--- src/sv/kcvg_pkg.sv ---
// Shared types and constants for the Koch curve vertex generator.
// No dependencies; every other file imports this package.
`default_nettype none

package kcvg_pkg;

  // Field widths
  localparam int IN_W    = 32;  // Q16.16 coordinate fields
  localparam int IDX_W   = 16;  // vertex index field
  localparam int DEPTH_W = 4;   // curve_depth register

  // Internal datapath widths (Q16.16 with integer headroom)
  localparam int VEC_W   = 33;  // segment vector, exact end - start
  localparam int THIRD_W = 32;  // v/3, always below 2^31 in magnitude
  localparam int POS_W   = 35;  // running start point
  localparam int SUM_W   = 36;  // start + vector before saturation
  localparam int PROD_W  = 50;  // rotation product sums
  localparam int FRAC_W  = 16;

  // Divide by three: n = hi*2^16 + lo, n/3 = hi*21845 + (hi + lo)/3
  localparam int DIV_LO_W    = 16;
  localparam int DIV_HI_W    = VEC_W - DIV_LO_W;
  localparam int DIV_MID_W   = DIV_HI_W + 1;
  localparam int DIV_RECIP_W = 19;
  localparam int DIV_P2_W    = DIV_MID_W + DIV_RECIP_W;
  localparam int DIV3_SHIFT  = 20;
  localparam int DIV_Q2_W    = DIV_P2_W - DIV3_SHIFT;
  localparam logic [14:0]            DIV3_HI_MUL = 15'd21845;
  localparam logic [DIV_RECIP_W-1:0] DIV3_RECIP  = 19'd349526;

  // Rotation by 60 degrees, Q0.16 constants
  localparam logic [16:0] SIN60_Q16   = 17'd56756;
  localparam int          COS60_SHIFT = 15;

  // Configuration port
  localparam int APB_DATA_W = 32;
  localparam int ADDR_W     = 3;
  localparam logic [ADDR_W-3:0]  REG_CURVE_DEPTH = 1'b0;
  localparam logic [DEPTH_W-1:0] DEPTH_RESET     = 4'd5;

  // Base-4 digit of the index at one level
  typedef enum logic [1:0] {
    DIG_KEEP     = 2'd0,
    DIG_TURN_POS = 2'd1,
    DIG_TURN_NEG = 2'd2,
    DIG_ADVANCE  = 2'd3
  } kcvg_digit_t;

  typedef struct packed {
    logic        active;
    kcvg_digit_t digit;
  } kcvg_ctl_t;

  typedef struct packed {
    logic                    oor;
    logic signed [POS_W-1:0] sx;
    logic signed [POS_W-1:0] sy;
    logic signed [VEC_W-1:0] vx;
    logic signed [VEC_W-1:0] vy;
  } kcvg_item_t;

endpackage

`default_nettype wire

--- src/sv/kcvg_out.sv ---
// Final sum, saturation and output register with a one-entry skid buffer.
// Uses kcvg_pkg; drives the pipeline advance enable.
`default_nettype none

module kcvg_out #(
  parameter int COORD_BITS = 32
) (
  input  logic                                clk,
  input  logic                                rst,
  input  logic                                in_valid,
  input  kcvg_pkg::kcvg_item_t                in_item,
  output logic                                en,
  output logic                                valid,
  input  logic                                stall,
  output logic signed [kcvg_pkg::IN_W-1:0]    vertex_x,
  output logic signed [kcvg_pkg::IN_W-1:0]    vertex_y,
  output logic                                index_out_of_range
);
  import kcvg_pkg::*;

  localparam int CMP_W = ((COORD_BITS > SUM_W) ? COORD_BITS : SUM_W) + 1;
  localparam logic signed [CMP_W-1:0] SAT_HI = (CMP_W'(1) <<< (COORD_BITS - 1)) - CMP_W'(1);
  localparam logic signed [CMP_W-1:0] SAT_LO = -SAT_HI - CMP_W'(1);

  function automatic logic signed [IN_W-1:0] sat_coord(
    input logic signed [SUM_W-1:0] v
  );
    logic signed [CMP_W-1:0] w;
    w = CMP_W'(v);
    if (w > SAT_HI) begin
      w = SAT_HI;
    end else if (w < SAT_LO) begin
      w = SAT_LO;
    end
    return signed'(w[IN_W-1:0]);
  endfunction

  logic                       vld_a;
  logic signed [SUM_W-1:0]    sum_x, sum_y;
  logic                       oor_a;
  logic signed [IN_W-1:0]     res_x, res_y;
  logic                       skid_full;
  logic signed [IN_W-1:0]     skid_x, skid_y;
  logic                       skid_oor;
  logic                       take_out;

  assign en       = !skid_full;
  assign take_out = !valid || !stall;

  always_ff @(posedge clk) begin
    if (en) begin
      sum_x <= SUM_W'(in_item.sx) + SUM_W'(in_item.vx);
      sum_y <= SUM_W'(in_item.sy) + SUM_W'(in_item.vy);
      oor_a <= in_item.oor;
    end
  end

  always_comb begin
    res_x = oor_a ? '0 : sat_coord(sum_x);
    res_y = oor_a ? '0 : sat_coord(sum_y);
  end

  always_ff @(posedge clk) begin
    if (rst) begin
      vld_a     <= 1'b0;
      valid     <= 1'b0;
      skid_full <= 1'b0;
    end else begin
      if (en) begin
        vld_a <= in_valid;
      end
      if (take_out) begin
        valid     <= skid_full || vld_a;
        skid_full <= 1'b0;
      end else if (en && vld_a) begin
        // output held: park the request, pipeline stops next cycle
        skid_full <= 1'b1;
      end
    end
  end

  always_ff @(posedge clk) begin
    if (take_out) begin
      if (skid_full) begin
        vertex_x           <= skid_x;
        vertex_y           <= skid_y;
        index_out_of_range <= skid_oor;
      end else begin
        vertex_x           <= res_x;
        vertex_y           <= res_y;
        index_out_of_range <= oor_a;
      end
    end else if (en && vld_a) begin
      skid_x   <= res_x;
      skid_y   <= res_y;
      skid_oor <= oor_a;
    end
  end

  a_skid_needs_out: assert property (@(posedge clk) disable iff (rst)
    skid_full |-> valid)
    else $error("skid buffer full while output register empty");

  a_oor_zero: assert property (@(posedge clk) disable iff (rst)
    valid && index_out_of_range |-> vertex_x == '0 && vertex_y == '0)
    else $error("out-of-range request with nonzero coordinates");

  a_skid_fill: assert property (@(posedge clk) disable iff (rst)
    $rose(skid_full) |-> $past(valid && stall))
    else $error("skid buffer filled while output was free");

endmodule

`default_nettype wire

--- config.mk ---
export PLATFORM = sky130hd
export DESIGN_NAME = kcvg_out
export DESIGN_NICKNAME = d
export VERILOG_FILES = /design/src/sv/kcvg_pkg.sv /design/src/sv/kcvg_out.sv
export SDC_FILE = /design/constraint.sdc
export NUM_CORES = 1
export LEC_CHECK = 0
export BUFFER_PORTS_ARGS = -buffer_cell sky130_fd_sc_hd__buf_2
export CAP_MARGIN = 20
export CORE_MARGIN = 2
export CORE_UTILIZATION = 61
export DETAILED_ROUTE_END_ITERATION = 7
export PLACE_DENSITY_LB_ADDON = 0.25
export SLEW_MARGIN = 40
export SYNTH_ARGS = -nofsm -noshare
export SYNTH_HDL_FRONTEND = slang
export SYNTH_SLANG_ARGS = --single-unit
export TNS_END_PERCENT = 5
--- constraint.sdc ---
create_clock -name clk -period 19.6 [get_ports clk]
set_input_delay 1.96 -clock clk [delete_from_list [all_inputs] [get_ports clk]]
set_output_delay 1.96 -clock clk [all_outputs]
set_load 0.005 [all_outputs]
=== Yosys cells after proc, flatten, opt, wreduce, memory -nomap -nowiden ===
Index checks and enable logic that the tools add are counted.

* Flip-flop bits (word level): 206
* Output and inout bits: 67
* Word-level logic and storage cells: 36
* Bits of input ports: 141

* Reductions and logical operators: 8
* Bitwise logic cells: 1
* Multiplexer cells: 9
* $add $sub $neg: 2
* $lt $le $gt $ge: 4

{| class="wikitable"
|+ Operators by type and width
! operator !! count
|-
| 32-bit two-way mux || 8
|-
| 35-bit by 33-bit adder with 36-bit output || 2
|-
| 36-bit by 32-bit > comparator with 1-bit output (second input constant) || 2
|-
| 36-bit by 32-bit < comparator with 1-bit output (second input constant) || 2
|-
| 1-bit zero test || 3
|-
| 1-bit logical OR || 2
|-
| 2-bit AND reduction || 1
|-
| 2-bit OR reduction || 1
|-
| 1-bit logical AND || 1
|-
| 1-bit two-way mux || 1
|-
| 1-bit NOT || 1
|}

=== Longest topological paths before layout ===
* Word-level depth: 5
* Depth in mapped cells: 9
* Gate-level depth less buffers: 9

=== Least setup slack after synthesis ===
No wires, ideal clock.

* Kind: input port to flip-flop
* From: input port stall
* To: register skid_oor, enable pin
* Path buffers: 0
* Stages on the path: 2
* Library setup time: 0.581 ns
* Data required time: 19.019 ns
* Setup slack: 10.677 ns
* Arrival time: 8.342 ns
* Cell sequence: nand2_1 -> nor3b_1

* Word-level cells in the longest chain between the ends: 4

{| class="wikitable"
|+ RTL lines
! what !! line !! source
|-
| start: declaration || kcvg_out.sv:14 || <nowiki>input logic stall,</nowiki>
|-
| 1-bit zero test || kcvg_out.sv:48 || <nowiki>assign take_out = !valid || !stall;</nowiki>
|-
| 1-bit logical OR || kcvg_out.sv:48 ||
|-
| 1-bit NOT (no source line) || - ||
|-
| 2-bit AND reduction (no source line) || - ||
|-
| end signal: assignment || kcvg_out.sv:96 || <nowiki>skid_oor <= oor_a;</nowiki>
|-
| end: declaration || kcvg_out.sv:44 || <nowiki>logic skid_oor;</nowiki>
|}

No other way between the ends.
A chain may end at the register's enable or synchronous reset.

=== Worst setup path after layout ===
* From: input port in_item[33] (netlist name)
* To: register sum_x[32], data pin

* Word-level cells in the longest chain between the ends: 1

{| class="wikitable"
|+ RTL lines
! what !! line !! source
|-
| start: declaration || kcvg_out.sv:11 || <nowiki>input kcvg_pkg::kcvg_item_t in_item,</nowiki>
|-
| 35-bit by 33-bit adder with 36-bit output || kcvg_out.sv:52 || <nowiki>sum_x <= SUM_W'(in_item.sx) + SUM_W'(in_item.vx);</nowiki>
|-
| end signal: assignment || kcvg_out.sv:52 ||
|-
| end: declaration || kcvg_out.sv:39 || <nowiki>logic signed [SUM_W-1:0] sum_x, sum_y;</nowiki>
|}

No other way between the ends.

==> summary.txt <==
Setup path
  – Worst setup path class: primary input to register
  – CP Max Fanout: 4
  – Worst setup endpoint: sum_x[32]
  – Flop2flop setup slack: 17370 ps
  – Critical path capture point type: register
  – Critical path launch point type: primary input
  – Worst reg2reg path depth: 3
  – Req. time, crit path: 19840 ps
  – FF-to-FF Start: skid_full
  – Worst R2R End: vertex_y[24]
  – Arrival time worst endpoint: 4360 ps
  – Crit path from: in_item[33]

Layout
  – Diodes inserted: 0
  – Area grow syn2layout: 17.1%
  – Register area: 6160 µm²
  – Layout cell share with drive strength beyond 1: 29.4%
  – Area of the multi-input gates: 5050 µm²
  – Net count, final: 1330
  – # fillers: 1300

STA
  – Final worst-path cycle share: 21.1%
  – Fmax: 0.242 GHz
  – Setup TNS: 0 ps
  – Slew at the pin with the worst max-slew slack: 677 ps
  – Setup ws final: 15470 ps
  – Hold Violations, Final: 0
  – Relative slew slack: 54.8%
  – Fin crit period: 4130 ps
  – Pins over their slew limit: 0
  – Layout Skew: 10.2 ps
  – RSZ-0062 raised after global routing: no
  – Setup violators final: 0

Die
  – IO Count: 208
  – Row count: 49
  – Die width: 141 µm
  – Die Y: 141 µm
  – Core Region: 18100 µm²
  – Initial Util: 62.8%
  – Die ar.: 19800 µm²

Routing
  – Metal-1 WL: 10700 µm
  – Post-route DRC: 0
  – Top Metal Used: met4
  – Drt first pass iters: 5
  – Met3 Wirelength: 1500 µm
  – Wire per inst: 17.9 µm
  – Antenna-violating nets left: 0
  – Via-per-instance ratio: 6.05
  – Post-Route WL: 24400 µm
  – Met2 wire length: 11700 µm
  – Initial drt markers: 553
  – Routed vias: 8237

Global routing
  – Largest net degree at the start of global routing: 73
  – Vias in the first global route: 7934
  – Initial antenna violation count: 0
  – First-pass GRT wire length: 38500 µm
  – GR Util All Layers: 23.7%
  – Total grt overflow: 0

Power
  – Peak supply drop: 0.0000577 V
  – Final Power: 1230 µW
  – Leak Pwr: 0.00561 µW
  – Cell Pwr Density: 91.9 nW/µm²

Synth
  – Mapped Avg Cell Area: 12.4 µm²
  – Largest cells by area after synthesis: edfxtp_1, ha_1, mux2_2
  – Post-synth cell types: 61
  – Synth top area share: 53.5%
  – Seq/Total Area, Yosys: 54.0%
  – Most frequent cells after synthesis: edfxtp_1, a21oi_1, ha_1, o21a_1, mux2_2
  – Syn Inst Count: 921
  – Top_reg_cell synth: edfxtp_1
  – Syn nets: 1134
  – Count leader, synth: edfxtp_1
  – Ys Warns: 0
  – Yosys reg bits: 206
  – Area leader, netlist: edfxtp_1
  – FFs w/ async S/R, synth: 0%
  – Post-synth EDFFs: 203
  – Synth Cell Area: 11400 µm²

Placed design
  – IO buf count: 207
  – GP Congestion: 0.912
  – Final HPWL DP: 17400 µm
  – Pre-CTS setup slack: 15000 ps

Clock tree
  – Postcts setup bufs: 0
  – Root buf cell: clkbuf_16
  – Hold buffers post-CTS: 0
  – Cts bufs inserted: 22
  – Sink Count: 206
  – Clock transition at the registers of the reported paths: 60 ps
  – Clock Latency Late Sink: 490 ps
  – Clock buffer depth: 3
  – TritonCTS clock tree: yes
  – H-tree Lvls: 1
  – Post-cts sizing count: 0

Job
  – Max-Cap Viols: 0

Run status
  – Status: completed

Hold path
  – Hold Path Class: register to register
state kept, by name (all words and copies together) (netlist names):
name                count
index_out_of_range      1
oor_a                   1
skid_full               1
skid_oor                1
skid_x                 32
skid_y                 32
sum_x                  36
sum_y                  36
valid                   1
vertex_x               32
vertex_y               32
vld_a                   1
how the worst min path moves through the flow:
stage / slack (ps) / cells past startpoint / from / endpoint
2_1_floorplan: 480 / 2 / vld_a / vld_a
5_1_grt: 560 / 1 / skid_y[29] / vertex_y[29]
3_3_place_gp: 500 / 2 / vld_a / vld_a
6_report: 540 / 2 / vld_a / vld_a
4_1_cts: 540 / 2 / vld_a / vld_a
3_5_place_dp: 520 / 2 / vld_a / vld_a
worst max-delay path, stage by stage:
cell and delay (ps):
buf_2 100, ha_1 210, fa_1 410, a21o_1 210, a221oi_4 330, o211ai_2 210, a311oi_4 450, o21ai_2 140
a311oi_2 240, xnor2_1 90
layer usage:
| metal | global-route usage, % | up-vias |
|---|---|---|
| met5 | 0 | - |
| met1 | 33.4 | 3920 |
| met3 | 3.57 | 48 |
| met4 | 5.95 | 0 |
| li1 | - | 3948 |
| met2 | 39.3 | 321 |
cells by family after synthesis:
family	Yosys count	synth area share (%)
adder cells (fa/ha/maj)	72	8.04
multiplexers	66	6.51
buffers and inverters	60	2.00
XOR/XNOR	65	5.00
AO/OA/AOI/OAI	280	17.1
AND/OR/NAND/NOR	172	7.32
flip-flops	206	54.0
report_power, final:
group          switching, µW  internal, µW
combinational            139           115
clock                    158           229
sequential              21.9           564
total                    318           908
stage by stage:
step	cell area (µm²)	cells	util [%]	hold WS (ps)
2_1_floorplan	11400	921	-	479
3_3_place_gp	12600	1321	69.6	505
3_5_place_dp	12700	1321	69.7	524
4_1_cts	13300	1361	73.4	538
5_1_grt	13300	1362	73.5	556
6_report	13300	1362	73.5	536
placed cells by master (no fill, tap or decap), types with 21 or more instances in the layout:
cell / instances
edfxtp_1: 203
mux2_2: 65
nor2_1: 33
o21ai_0: 22
clkbuf_16: 23
xnor2_1: 44
xor2_1: 21
buf_2: 207
a21o_1: 28
nand2_1: 58
o21a_1: 68
a21oi_1: 74
ha_1: 70
final cells by class:
type	instances	area share, %
Sequential cell	206	46.1
Multi-Input combinational cell	655	37.9
Timing Repair Buffer	213	8.22
Clock buffer	32	4.57
Tap cell	229	2.15
Inverter	19	0.572
Clock inverter	8	0.497
Power figures use the tool's default switching activity.
