## src/sv/kcvg_pkg.sv

```systemverilog
// Shared types and constants for the Koch curve vertex generator.
// No dependencies; every other file imports this package.
`default_nettype none

package kcvg_pkg;

  // Field widths
  localparam int IN_W    = 32;  // Q16.16 coordinate fields
  localparam int IDX_W   = 16;  // vertex index field
  localparam int DEPTH_W = 4;   // curve_depth register

  // Internal datapath widths (Q16.16 with integer headroom)
  localparam int VEC_W   = 33;  // segment vector, exact end - start
  localparam int THIRD_W = 32;  // v/3, always below 2^31 in magnitude
  localparam int POS_W   = 35;  // running start point
  localparam int SUM_W   = 36;  // start + vector before saturation
  localparam int PROD_W  = 50;  // rotation product sums
  localparam int FRAC_W  = 16;

  // Divide by three: n = hi*2^16 + lo, n/3 = hi*21845 + (hi + lo)/3
  localparam int DIV_LO_W    = 16;
  localparam int DIV_HI_W    = VEC_W - DIV_LO_W;
  localparam int DIV_MID_W   = DIV_HI_W + 1;
  localparam int DIV_RECIP_W = 19;
  localparam int DIV_P2_W    = DIV_MID_W + DIV_RECIP_W;
  localparam int DIV3_SHIFT  = 20;
  localparam int DIV_Q2_W    = DIV_P2_W - DIV3_SHIFT;
  localparam logic [14:0]            DIV3_HI_MUL = 15'd21845;
  localparam logic [DIV_RECIP_W-1:0] DIV3_RECIP  = 19'd349526;

  // Rotation by 60 degrees, Q0.16 constants
  localparam logic [16:0] SIN60_Q16   = 17'd56756;
  localparam int          COS60_SHIFT = 15;

  // Configuration port
  localparam int APB_DATA_W = 32;
  localparam int ADDR_W     = 3;
  localparam logic [ADDR_W-3:0]  REG_CURVE_DEPTH = 1'b0;
  localparam logic [DEPTH_W-1:0] DEPTH_RESET     = 4'd5;

  // Base-4 digit of the index at one level
  typedef enum logic [1:0] {
    DIG_KEEP     = 2'd0,
    DIG_TURN_POS = 2'd1,
    DIG_TURN_NEG = 2'd2,
    DIG_ADVANCE  = 2'd3
  } kcvg_digit_t;

  typedef struct packed {
    logic        active;
    kcvg_digit_t digit;
  } kcvg_ctl_t;

  typedef struct packed {
    logic                    oor;
    logic signed [POS_W-1:0] sx;
    logic signed [POS_W-1:0] sy;
    logic signed [VEC_W-1:0] vx;
    logic signed [VEC_W-1:0] vy;
  } kcvg_item_t;

endpackage

`default_nettype wire

```

## src/sv/kcvg_div3.sv

```systemverilog
// Three-stage signed divide by three, rounded to nearest.
// Uses kcvg_pkg widths and reciprocal constants.
`default_nettype none

module kcvg_div3 (
  input  logic                                 clk,
  input  logic                                 en,
  input  logic signed [kcvg_pkg::VEC_W-1:0]    x,
  output logic signed [kcvg_pkg::THIRD_W-1:0]  q
);
  import kcvg_pkg::*;

  localparam logic signed [VEC_W:0] ONE_W = 1;

  logic signed [VEC_W:0]   x_ext;
  logic signed [VEC_W:0]   n_wide;
  logic [VEC_W-1:0]        n;
  logic [DIV_HI_W-1:0]     hi_next;
  logic [DIV_MID_W-1:0]    mid_next;
  logic [DIV_HI_W-1:0]     hi;
  logic [DIV_MID_W-1:0]    mid;
  logic                    neg;
  logic [THIRD_W-1:0]      p1_next;
  logic [DIV_P2_W-1:0]     p2_full;
  logic [THIRD_W-1:0]      p1;
  logic [DIV_Q2_W-1:0]     q2;
  logic                    neg2;
  logic [THIRD_W-1:0]      mag;
  logic signed [THIRD_W-1:0] q_next;

  // Stage 1: n = |x| + 1, split into high and low halves
  always_comb begin
    x_ext    = {x[VEC_W-1], x};
    n_wide   = x[VEC_W-1] ? (ONE_W - x_ext) : (x_ext + ONE_W);
    n        = n_wide[VEC_W-1:0];
    hi_next  = n[VEC_W-1:DIV_LO_W];
    mid_next = DIV_MID_W'(hi_next) + DIV_MID_W'(n[DIV_LO_W-1:0]);
  end

  // Stage 2: partial products
  always_comb begin
    p1_next = THIRD_W'(hi) * THIRD_W'(DIV3_HI_MUL);
    p2_full = DIV_P2_W'(mid) * DIV_P2_W'(DIV3_RECIP);
  end

  // Stage 3: combine and restore the sign
  always_comb begin
    mag    = p1 + THIRD_W'(q2);
    q_next = neg2 ? -signed'(mag) : signed'(mag);
  end

  always_ff @(posedge clk) begin
    if (en) begin
      hi   <= hi_next;
      mid  <= mid_next;
      neg  <= x[VEC_W-1];
      p1   <= p1_next;
      q2   <= p2_full[DIV_P2_W-1:DIV3_SHIFT];
      neg2 <= neg;
      q    <= q_next;
    end
  end

endmodule

`default_nettype wire

```

## src/sv/kcvg_level.sv

```systemverilog
// One subdivision level: six pipeline stages (divide by three, rotation
// products, rounding, digit select). Uses kcvg_pkg and kcvg_div3.
`default_nettype none

module kcvg_level #(
  parameter int MAX_LEVELS = 8
) (
  input  logic                                    clk,
  input  logic                                    rst,
  input  logic                                    en,
  input  logic                                    in_valid,
  input  kcvg_pkg::kcvg_item_t                    in_item,
  input  kcvg_pkg::kcvg_ctl_t [MAX_LEVELS-1:0]    in_ctl,
  output logic                                    out_valid,
  output kcvg_pkg::kcvg_item_t                    out_item,
  output kcvg_pkg::kcvg_ctl_t [MAX_LEVELS-1:0]    out_ctl
);
  import kcvg_pkg::*;

  localparam int STAGES = 6;
  localparam int SIDE   = STAGES - 1;
  localparam logic signed [PROD_W-1:0] SIN60_W    = PROD_W'(SIN60_Q16);
  localparam logic signed [PROD_W-1:0] ROUND_HALF = PROD_W'(1) <<< (FRAC_W - 1);

  function automatic logic signed [VEC_W-1:0] q16_round(
    input logic signed [PROD_W-1:0] raw
  );
    logic signed [PROD_W-1:0] r;
    r = raw + ROUND_HALF;
    return signed'(r[FRAC_W +: VEC_W]);
  endfunction

  logic [STAGES-1:0]                 vld;
  kcvg_item_t                        item_d [SIDE];
  kcvg_ctl_t [MAX_LEVELS-1:0]        ctl_d  [SIDE];

  logic signed [THIRD_W-1:0]         tx3, ty3;
  logic signed [THIRD_W-1:0]         tx4, ty4;
  logic signed [PROD_W-1:0]          sx_prod, sy_prod;
  logic signed [PROD_W-1:0]          ctx, cty;
  logic signed [THIRD_W-1:0]         tx5, ty5;
  logic signed [VEC_W-1:0]           px, py, mx, my;

  kcvg_item_t                        cur;
  kcvg_ctl_t                         lvl;
  kcvg_item_t                        upd;
  logic signed [POS_W-1:0]           off_x, off_y;

  kcvg_div3 u_div_x (.clk(clk), .en(en), .x(in_item.vx), .q(tx3));
  kcvg_div3 u_div_y (.clk(clk), .en(en), .x(in_item.vy), .q(ty3));

  // Stage 4: sine products (the cosine term is a shift)
  always_ff @(posedge clk) begin
    if (en) begin
      tx4     <= tx3;
      ty4     <= ty3;
      sx_prod <= PROD_W'(tx3) * SIN60_W;
      sy_prod <= PROD_W'(ty3) * SIN60_W;
    end
  end

  // Stage 5: rotate both ways and round
  always_comb begin
    ctx = PROD_W'(tx4) <<< COS60_SHIFT;
    cty = PROD_W'(ty4) <<< COS60_SHIFT;
  end

  always_ff @(posedge clk) begin
    if (en) begin
      tx5 <= tx4;
      ty5 <= ty4;
      px  <= q16_round(ctx - sy_prod);
      py  <= q16_round(sx_prod + cty);
      mx  <= q16_round(ctx + sy_prod);
      my  <= q16_round(cty - sx_prod);
    end
  end

  // Stage 6: pick the sub-segment for this digit
  always_comb begin
    cur   = item_d[SIDE-1];
    lvl   = ctl_d[SIDE-1][MAX_LEVELS-1];
    upd   = cur;
    off_x = '0;
    off_y = '0;
    unique case (lvl.digit)
      DIG_KEEP: begin
        upd.vx = VEC_W'(tx5);
        upd.vy = VEC_W'(ty5);
      end
      DIG_TURN_POS: begin
        off_x  = POS_W'(tx5);
        off_y  = POS_W'(ty5);
        upd.vx = px;
        upd.vy = py;
      end
      DIG_TURN_NEG: begin
        off_x  = POS_W'(tx5) + POS_W'(px);
        off_y  = POS_W'(ty5) + POS_W'(py);
        upd.vx = mx;
        upd.vy = my;
      end
      DIG_ADVANCE: begin
        off_x  = POS_W'(tx5) <<< 1;
        off_y  = POS_W'(ty5) <<< 1;
        upd.vx = VEC_W'(tx5);
        upd.vy = VEC_W'(ty5);
      end
    endcase
    upd.sx = cur.sx + off_x;
    upd.sy = cur.sy + off_y;
    // levels below the configured depth pass the item through
    if (!lvl.active) begin
      upd = cur;
    end
  end

  always_ff @(posedge clk) begin
    if (en) begin
      item_d[0] <= in_item;
      ctl_d[0]  <= in_ctl;
      for (int k = 1; k < SIDE; k++) begin
        item_d[k] <= item_d[k-1];
        ctl_d[k]  <= ctl_d[k-1];
      end
      out_item <= upd;
      // next level finds its control at the top entry
      out_ctl  <= ctl_d[SIDE-1] << $bits(kcvg_ctl_t);
    end
  end

  always_ff @(posedge clk) begin
    if (rst) begin
      vld <= '0;
    end else if (en) begin
      vld <= {vld[STAGES-2:0], in_valid};
    end
  end

  assign out_valid = vld[STAGES-1];

endmodule

`default_nettype wire

```

## config.mk

```make
export PLATFORM = sky130hd
export DESIGN_NAME = kcvg_level
export DESIGN_NICKNAME = d
export VERILOG_FILES = /design/src/sv/kcvg_pkg.sv /design/src/sv/kcvg_div3.sv /design/src/sv/kcvg_level.sv
export SDC_FILE = /design/constraint.sdc
export NUM_CORES = 2
export LEC_CHECK = 0
export BUFFER_PORTS_ARGS = -buffer_cell sky130_fd_sc_hd__buf_2
export CORE_ASPECT_RATIO = 1.1
export CORE_UTILIZATION = 45
export DETAILED_ROUTE_END_ITERATION = 6
export MAX_ROUTING_LAYER = met4
export PLACE_DENSITY = 0.67
export RECOVER_POWER = 100
export SYNTH_ARGS = -nofsm -noshare
export SYNTH_HDL_FRONTEND = slang
export SYNTH_SLANG_ARGS = --single-unit
export TNS_END_PERCENT = 5
```

## constraint.sdc

```tcl
create_clock -name clk -period 15.55 [get_ports clk]
set_input_delay 1.555 -clock clk [delete_from_list [all_inputs] [get_ports clk]]
set_output_delay 1.555 -clock clk [all_outputs]
set_load 0.02 [all_outputs]
```

; After elaboration in Yosys (flattened, before gate mapping)
; Memory sizes are Yosys's and may differ from the RTL's.
; Cells that the tools add are included.
[word_totals]
in_bits = 165
n_memories = 2
reg_bits = 754
ramBits = 805
word_cells = 89
[memory_table]
columns = memory, depth, word_bits, read_ports, rd_clocked_by_memory_dff, wr, line_no
row1 = item_d, 5, 137, 5, 0, 5, kcvg_level.sv:34  ; kcvg_item_t item_d [SIDE];
row2 = ctl_d, 5, 24, 5, 0, 5, kcvg_level.sv:35  ; kcvg_ctl_t [MAX_LEVELS-1:0] ctl_d [SIDE];
[classes]
add_sub_neg = 22
multipliers = 6
n_eq_ne = 3
muxes = 10
n_reduce_logical = 2
[op_table]
columns = op, n
row1 = 35-bit case mux with 3 select lines, 2
row2 = 66-bit case mux with 3 select lines, 1
row3 = 49-bit by 17-bit adder with 49-bit output (second input constant), 4
row4 = 136-bit two-way mux, 1
row5 = 47-bit by 49-bit subtractor with 49-bit output, 2
row6 = 32-bit by 15-bit multiplier with 47-bit output (second input constant), 2
row7 = 18-bit by 18-bit multiplier with 36-bit output (second input constant), 2
row8 = 35-bit adder, 2
row9 = 32-bit by 33-bit adder with 34-bit output, 2
row10 = 33-bit by 2-bit adder with 33-bit output (second input constant), 2
row11 = 33-bit two-way mux, 2
row12 = 2-bit by 33-bit subtractor with 33-bit output (first input constant), 2
row13 = 32-bit by 17-bit adder with 32-bit output, 2
row14 = 17-bit by 15-bit multiplier with 32-bit output (second input constant), 2
row15 = 32-bit two-way mux, 2
row16 = 32-bit negation, 2
row17 = 47-bit by 49-bit adder with 49-bit output, 1
row18 = 49-bit by 47-bit adder with 49-bit output, 1
row19 = 17-bit by 16-bit adder with 18-bit output, 2
row20 = 2-bit equality test (second input constant), 2
row21 = 2-bit by 1-bit equality test with 1-bit output (second input constant), 1
row22 = 2-bit logical NOT, 1
row23 = 1-bit two-way mux, 2
row24 = 2-bit OR reduction, 1

; Depth between registers and ports, before layout
; An unclocked memory read counts as a cell.
[logic_depth]
word_depth = 5
mapped_depth = 24
depth_no_buf = 23

; Hierarchy
; From an unflattened synthesis, not the netlist that was laid out.
[hier_totals]
hier_cells = 9419
area_unflattened_um2 = 112465.4
[by_module_without_submodules]
columns = mod, cells_each, seq_area_each_um2, instances, area_per_inst_um2
row1 = kcvg_level, 5895, 39547.9, 1, 77526.9
row2 = kcvg_div3 at u_div_y, 1754, 3543.4, 1, 17533.1
row3 = kcvg_div3 at u_div_x, 1770, 3543.4, 1, 17405.4

; Worst setup path after synthesis
; No wires, ideal clock.
[synth_timing]
kind = reg-to-reg
from = register u_div_x.q[10] (netlist bit)
to = register sx_prod[44] (data pin)
setup_time_ns = 0.259
arrival_time_ns = 5.919
path_buffers = 1
synth_period_minus_slack_ns = 6.177
required_time_ns = 15.291
path_slack_ns = 9.373
stages_incl_launch_ff = 23
path_cell_list = edfxtp_1 > ha_1 > inv_1 > fa_1 > inv_1 > fa_1 > fa_1 > fa_1 > inv_1 > fa_1 > inv_1 > ha_1 > clkbuf_1 > a2111oi_0 > nand2_1 > or3_1 > a21oi_1 > o211ai_1 > nand3_1 > a31oi_1 > a31oi_1 > o21a_1 > xnor2_1
[synth_between]
elab_chain_cells = 1
[synth_lines]
columns = element, line_no
row1 = from (decl), kcvg_div3.sv:9  ; output logic signed [kcvg_pkg::THIRD_W-1:0] q
row2 = from (signal assigned), kcvg_div3.sv:60  ; q <= q_next;
row3 = 32-bit by 15-bit multiplier with 47-bit output, kcvg_level.sv:57  ; sx_prod <= PROD_W'(tx3) * SIN60_W;
row4 = to (signal assigned), kcvg_level.sv:57
row5 = to (decl), kcvg_level.sv:39  ; logic signed [PROD_W-1:0] sx_prod, sy_prod;
; Every way passes these cells.
; A chain may end at the register's enable or synchronous reset.

; Final worst setup path
[layout_timing]
from = input en
to = register out_item[113] (netlist bit) (enable)
[layout_lines]
columns = element, line_no
row1 = from (decl), kcvg_level.sv:10  ; input logic en,
row2 = to (signal assigned), kcvg_level.sv:126  ; out_item <= upd;
row3 = to (decl), kcvg_level.sv:15  ; output kcvg_pkg::kcvg_item_t out_item,
; No word-level cell between the ends.

==> impl_metrics.toml <==
[die]
coreArea_um2 = 246000
start_util = 0.453
die_x_um = 477
fp.dieH_um = 525
ios = 327
rows = 191
die_area_um2 = 250000

[setup_path]
path_cells = "clkbuf_1 > clkbuf_1 > buf_4 > buf_4"
crit_family = "buffers and inverters"
cpPeakStageDelay_ns = 5.40
arrival_ns = 11.02
path_depth = 4
start_kind = "input port"
cp_data_required_time_ns = 15.98
reg2regPathDepth = 18
critPathKind = "input port to flip-flop"
cp_num_buf_inv = 4
cp_max_fo = 146
slowest_stage = "clkbuf_1"
worst_setup_path_end_kind = "flip-flop"

[yosys]
yosys_warnings = 0
yosys-top-cells-area = "edfxtp_1, fa_1, ha_1"
avgSynthCellArea_um2 = 12.0
synth_edf_count = 1545
synth-async-reset-ratio = 0
synth_seq_cells = 1551
synthFlopType = "edfxtp_1"
synth_top_area_frac = 0.415
ys_seq_area_frac = 0.416
synth_top_area_cell = "edfxtp_1"
netlist_area_um2 = 112000
synth_cell_type_count = 93
synth_cells = 9313

[timing]
final-setup-viol-count = 0
slew_headroom = -4.30
tightest_slew_ns = 7.95
slew_viol_final = 578
finalCriticalPeriod_ns = 10.59
hold_viol_final = 0
setup_tns_ns = 0
period_share = 0.681
fmax_mhz = 94.5
fin_worst_skew_ns = 0.0562
whs_ns = 0.393
grt_setup_unrepaired = "false"

[clock_network]
cts.path.max_buffers = 4
worst_skew_pair.late_latency_ns = 0.84
postCtsSetupRepairBufs = 0
cts.repair.resized = 0
numCtsBuffers = 175
cts-hold-fix-buffers = 0
cts_tree = "done"
path_clk_slew_ns = 0.06
cts_sinks = 1551
h-tree-depth = 4
cts_root_buf = "clkbuf_16"

[finish]
nNetsFinal = 12100
syn_to_final_growth_pct = 9.49
n_fill_cell = 21600
drive_above_1_share = 0.0486

[global_routing]
grt_pass1_vias = 72500
track_usage = 0.221
grt_max_degree = 183
grt_overflow = 0
antenna_found_initial = 26
grt_pass1_wl_um = 419000

[outcome]
status = "complete, but fails checks"
violations = "design-rule violations, max-capacitance violations, max-slew violations"

[place]
gp_congestion = 0.935
portBuffers = 323
post-dp-hpwl_um = 220000

[route]
antenna_left = 0
dr_total_vias = 70500
avgViaCountPerCell = 5.37
drt-total-wl_um = 270000
drc = 18
first_pass_iters = 7
wl_per_cell_um = 20.6
drtIter0Drc = 5085

[run]
drv_cap = 11

[hold_path]
worstHoldPathCells = 0
hold_path_class = "flip-flop to flip-flop"
-- Yosys cell counts (17+ instances only) --
| master | number |
|---|---|
| a222oi_1 | 50 |
| nor4_1 | 18 |
| a22oi_1 | 85 |
| a211o_1 | 18 |
| o211ai_1 | 32 |
| o41ai_1 | 23 |
| o22ai_1 | 20 |
| nor2_1 | 353 |
| inv_1 | 1655 |
| o31ai_1 | 42 |
| nand2_1 | 351 |
| xor2_1 | 191 |
| xnor2_1 | 431 |
| nor3_1 | 104 |
| a211oi_1 | 50 |
| nand3_1 | 127 |
| a31o_2 | 29 |
| ha_1 | 1335 |
| and2_1 | 40 |
| o21ai_0 | 315 |
| and3_1 | 80 |
| o21a_1 | 85 |
| a221oi_1 | 17 |
| maj3_1 | 18 |
| a31oi_1 | 45 |
| clkbuf_1 | 104 |
| mux2_2 | 111 |
| nor2b_1 | 51 |
| a21oi_1 | 421 |
| nand4_1 | 45 |
| or2_2 | 18 |
| o21bai_1 | 69 |
| edfxtp_1 | 1545 |
| or3_1 | 46 |
| nand2b_1 | 59 |
| fa_1 | 854 |
| a21o_1 | 209 |
-- cells by family after synthesis --
kind of cell | after synthesis | synth area share
buf+inv | 1782 | 0.0601
simple gates | 1370 | 0.0599
other cells | 1 | 0.0000336
xor+xnor | 622 | 0.0488
fa+ha+maj | 2207 | 0.304
flops | 1551 | 0.416
compound gates | 1657 | 0.0984
mux | 123 | 0.0123
-- layer usage --
layer	vias up	wire [um]	GRT usage	share of wire
met2	1717	132000	0.369	0.49
met5	-	0	-	0
met3	342	13400	0.0258	0.049
met4	0	6860	0.0523	0.025
li1	33400	-	-	-
met1	35100	118000	0.287	0.44
-- metrics by stage --
stage | utilization | instances | worst slack, ns | cell area, um2
global route | 0.496 | 13100 | 4.08 | 122000
global placement | 0.476 | 12800 | 8.59 | 117000
detailed placement | 0.476 | 12800 | 8.54 | 117000
floorplan | - | 9315 | 9.37 | 112000
CTS | 0.498 | 13100 | 8.53 | 123000
finish | 0.496 | 13100 | 4.96 | 122000
-- cell type report --
type                    instances  area (um2)  share of cell area
clock buffers                 200        4490              0.0367
diodes                          6        15.0            0.000123
well taps                    3281        4110              0.0336
clock inverters                96         946             0.00773
repair buffers                357        1560              0.0127
multi-input cells            5982       58500               0.478
flip-flops and latches       1551       46500               0.380
inverters                    1656        6220              0.0508
-- final timing paths --
path,startpoint,endpoint,slack (ns)
hold / removal,item_d[0][430],item_d[0][567],0.39
setup reg to reg,ctl_d[0][117],out_item[100],6.46
hold reg to reg,item_d[0][430],item_d[0][567],0.39
setup / recovery,en,out_item[113],4.96
-- worst register-to-register path, stage by stage (launching register included) --
cell	delay, ns
edfxtp_1	0.49
inv_1	0.13
ha_1	1.19
clkbuf_1	1.37
clkbuf_1	1.51
nand2b_1	0.72
clkbuf_1	0.41
o22ai_1	0.21
ha_1	0.33
and3_1	0.24
a221oi_1	0.43
and3_1	0.24
o21ai_0	0.08
o21ba_1	0.37
o31a_1	0.26
o311a_1	0.27
nor4_1	0.07
a31o_2	0.23
a211oi_1	0.33
-- layout by cell type (no fill, tap or decap), types with 51 or more instances in the layout --
master     Yosys  routed
inv_1       1655    1656
edfxtp_1    1545    1545
ha_1        1335    1331
fa_1         854     854
xnor2_1      431     431
a21oi_1      421     421
nor2_1       353     353
nand2_1      351     351
o21ai_0      315     316
clkbuf_1     104     283
a21o_1       209     209
xor2_1       191     191
clkbuf_16      0     176
nand3_1      127     127
nor3_1       104     104
o21a_1        85      85
a22oi_1       85      85
and3_1        80      80
buf_2          1      75
mux2_2       111      71
o21bai_1      69      69
nand2b_1      59      59
a211oi_1      50      52
nor2b_1       51      51
-- registers in the layout, indices dropped and copies added, names as in the netlist, 18 cells and up --
signal       flops
ctl_d          120
item_d         685
mx              33
my              33
out_ctl         21
out_item       137
px              33
py              33
sx_prod         45
sy_prod         45
tx4             32
tx5             32
ty4             32
ty5             32
u_div_x.mid     18
u_div_x.p1      32
u_div_x.q       32
u_div_y.mid     18
u_div_y.p1      32
u_div_y.q       32
Power is not shown: default switching activity piles up to over one toggle a cycle in this logic, so the estimate is an artifact.
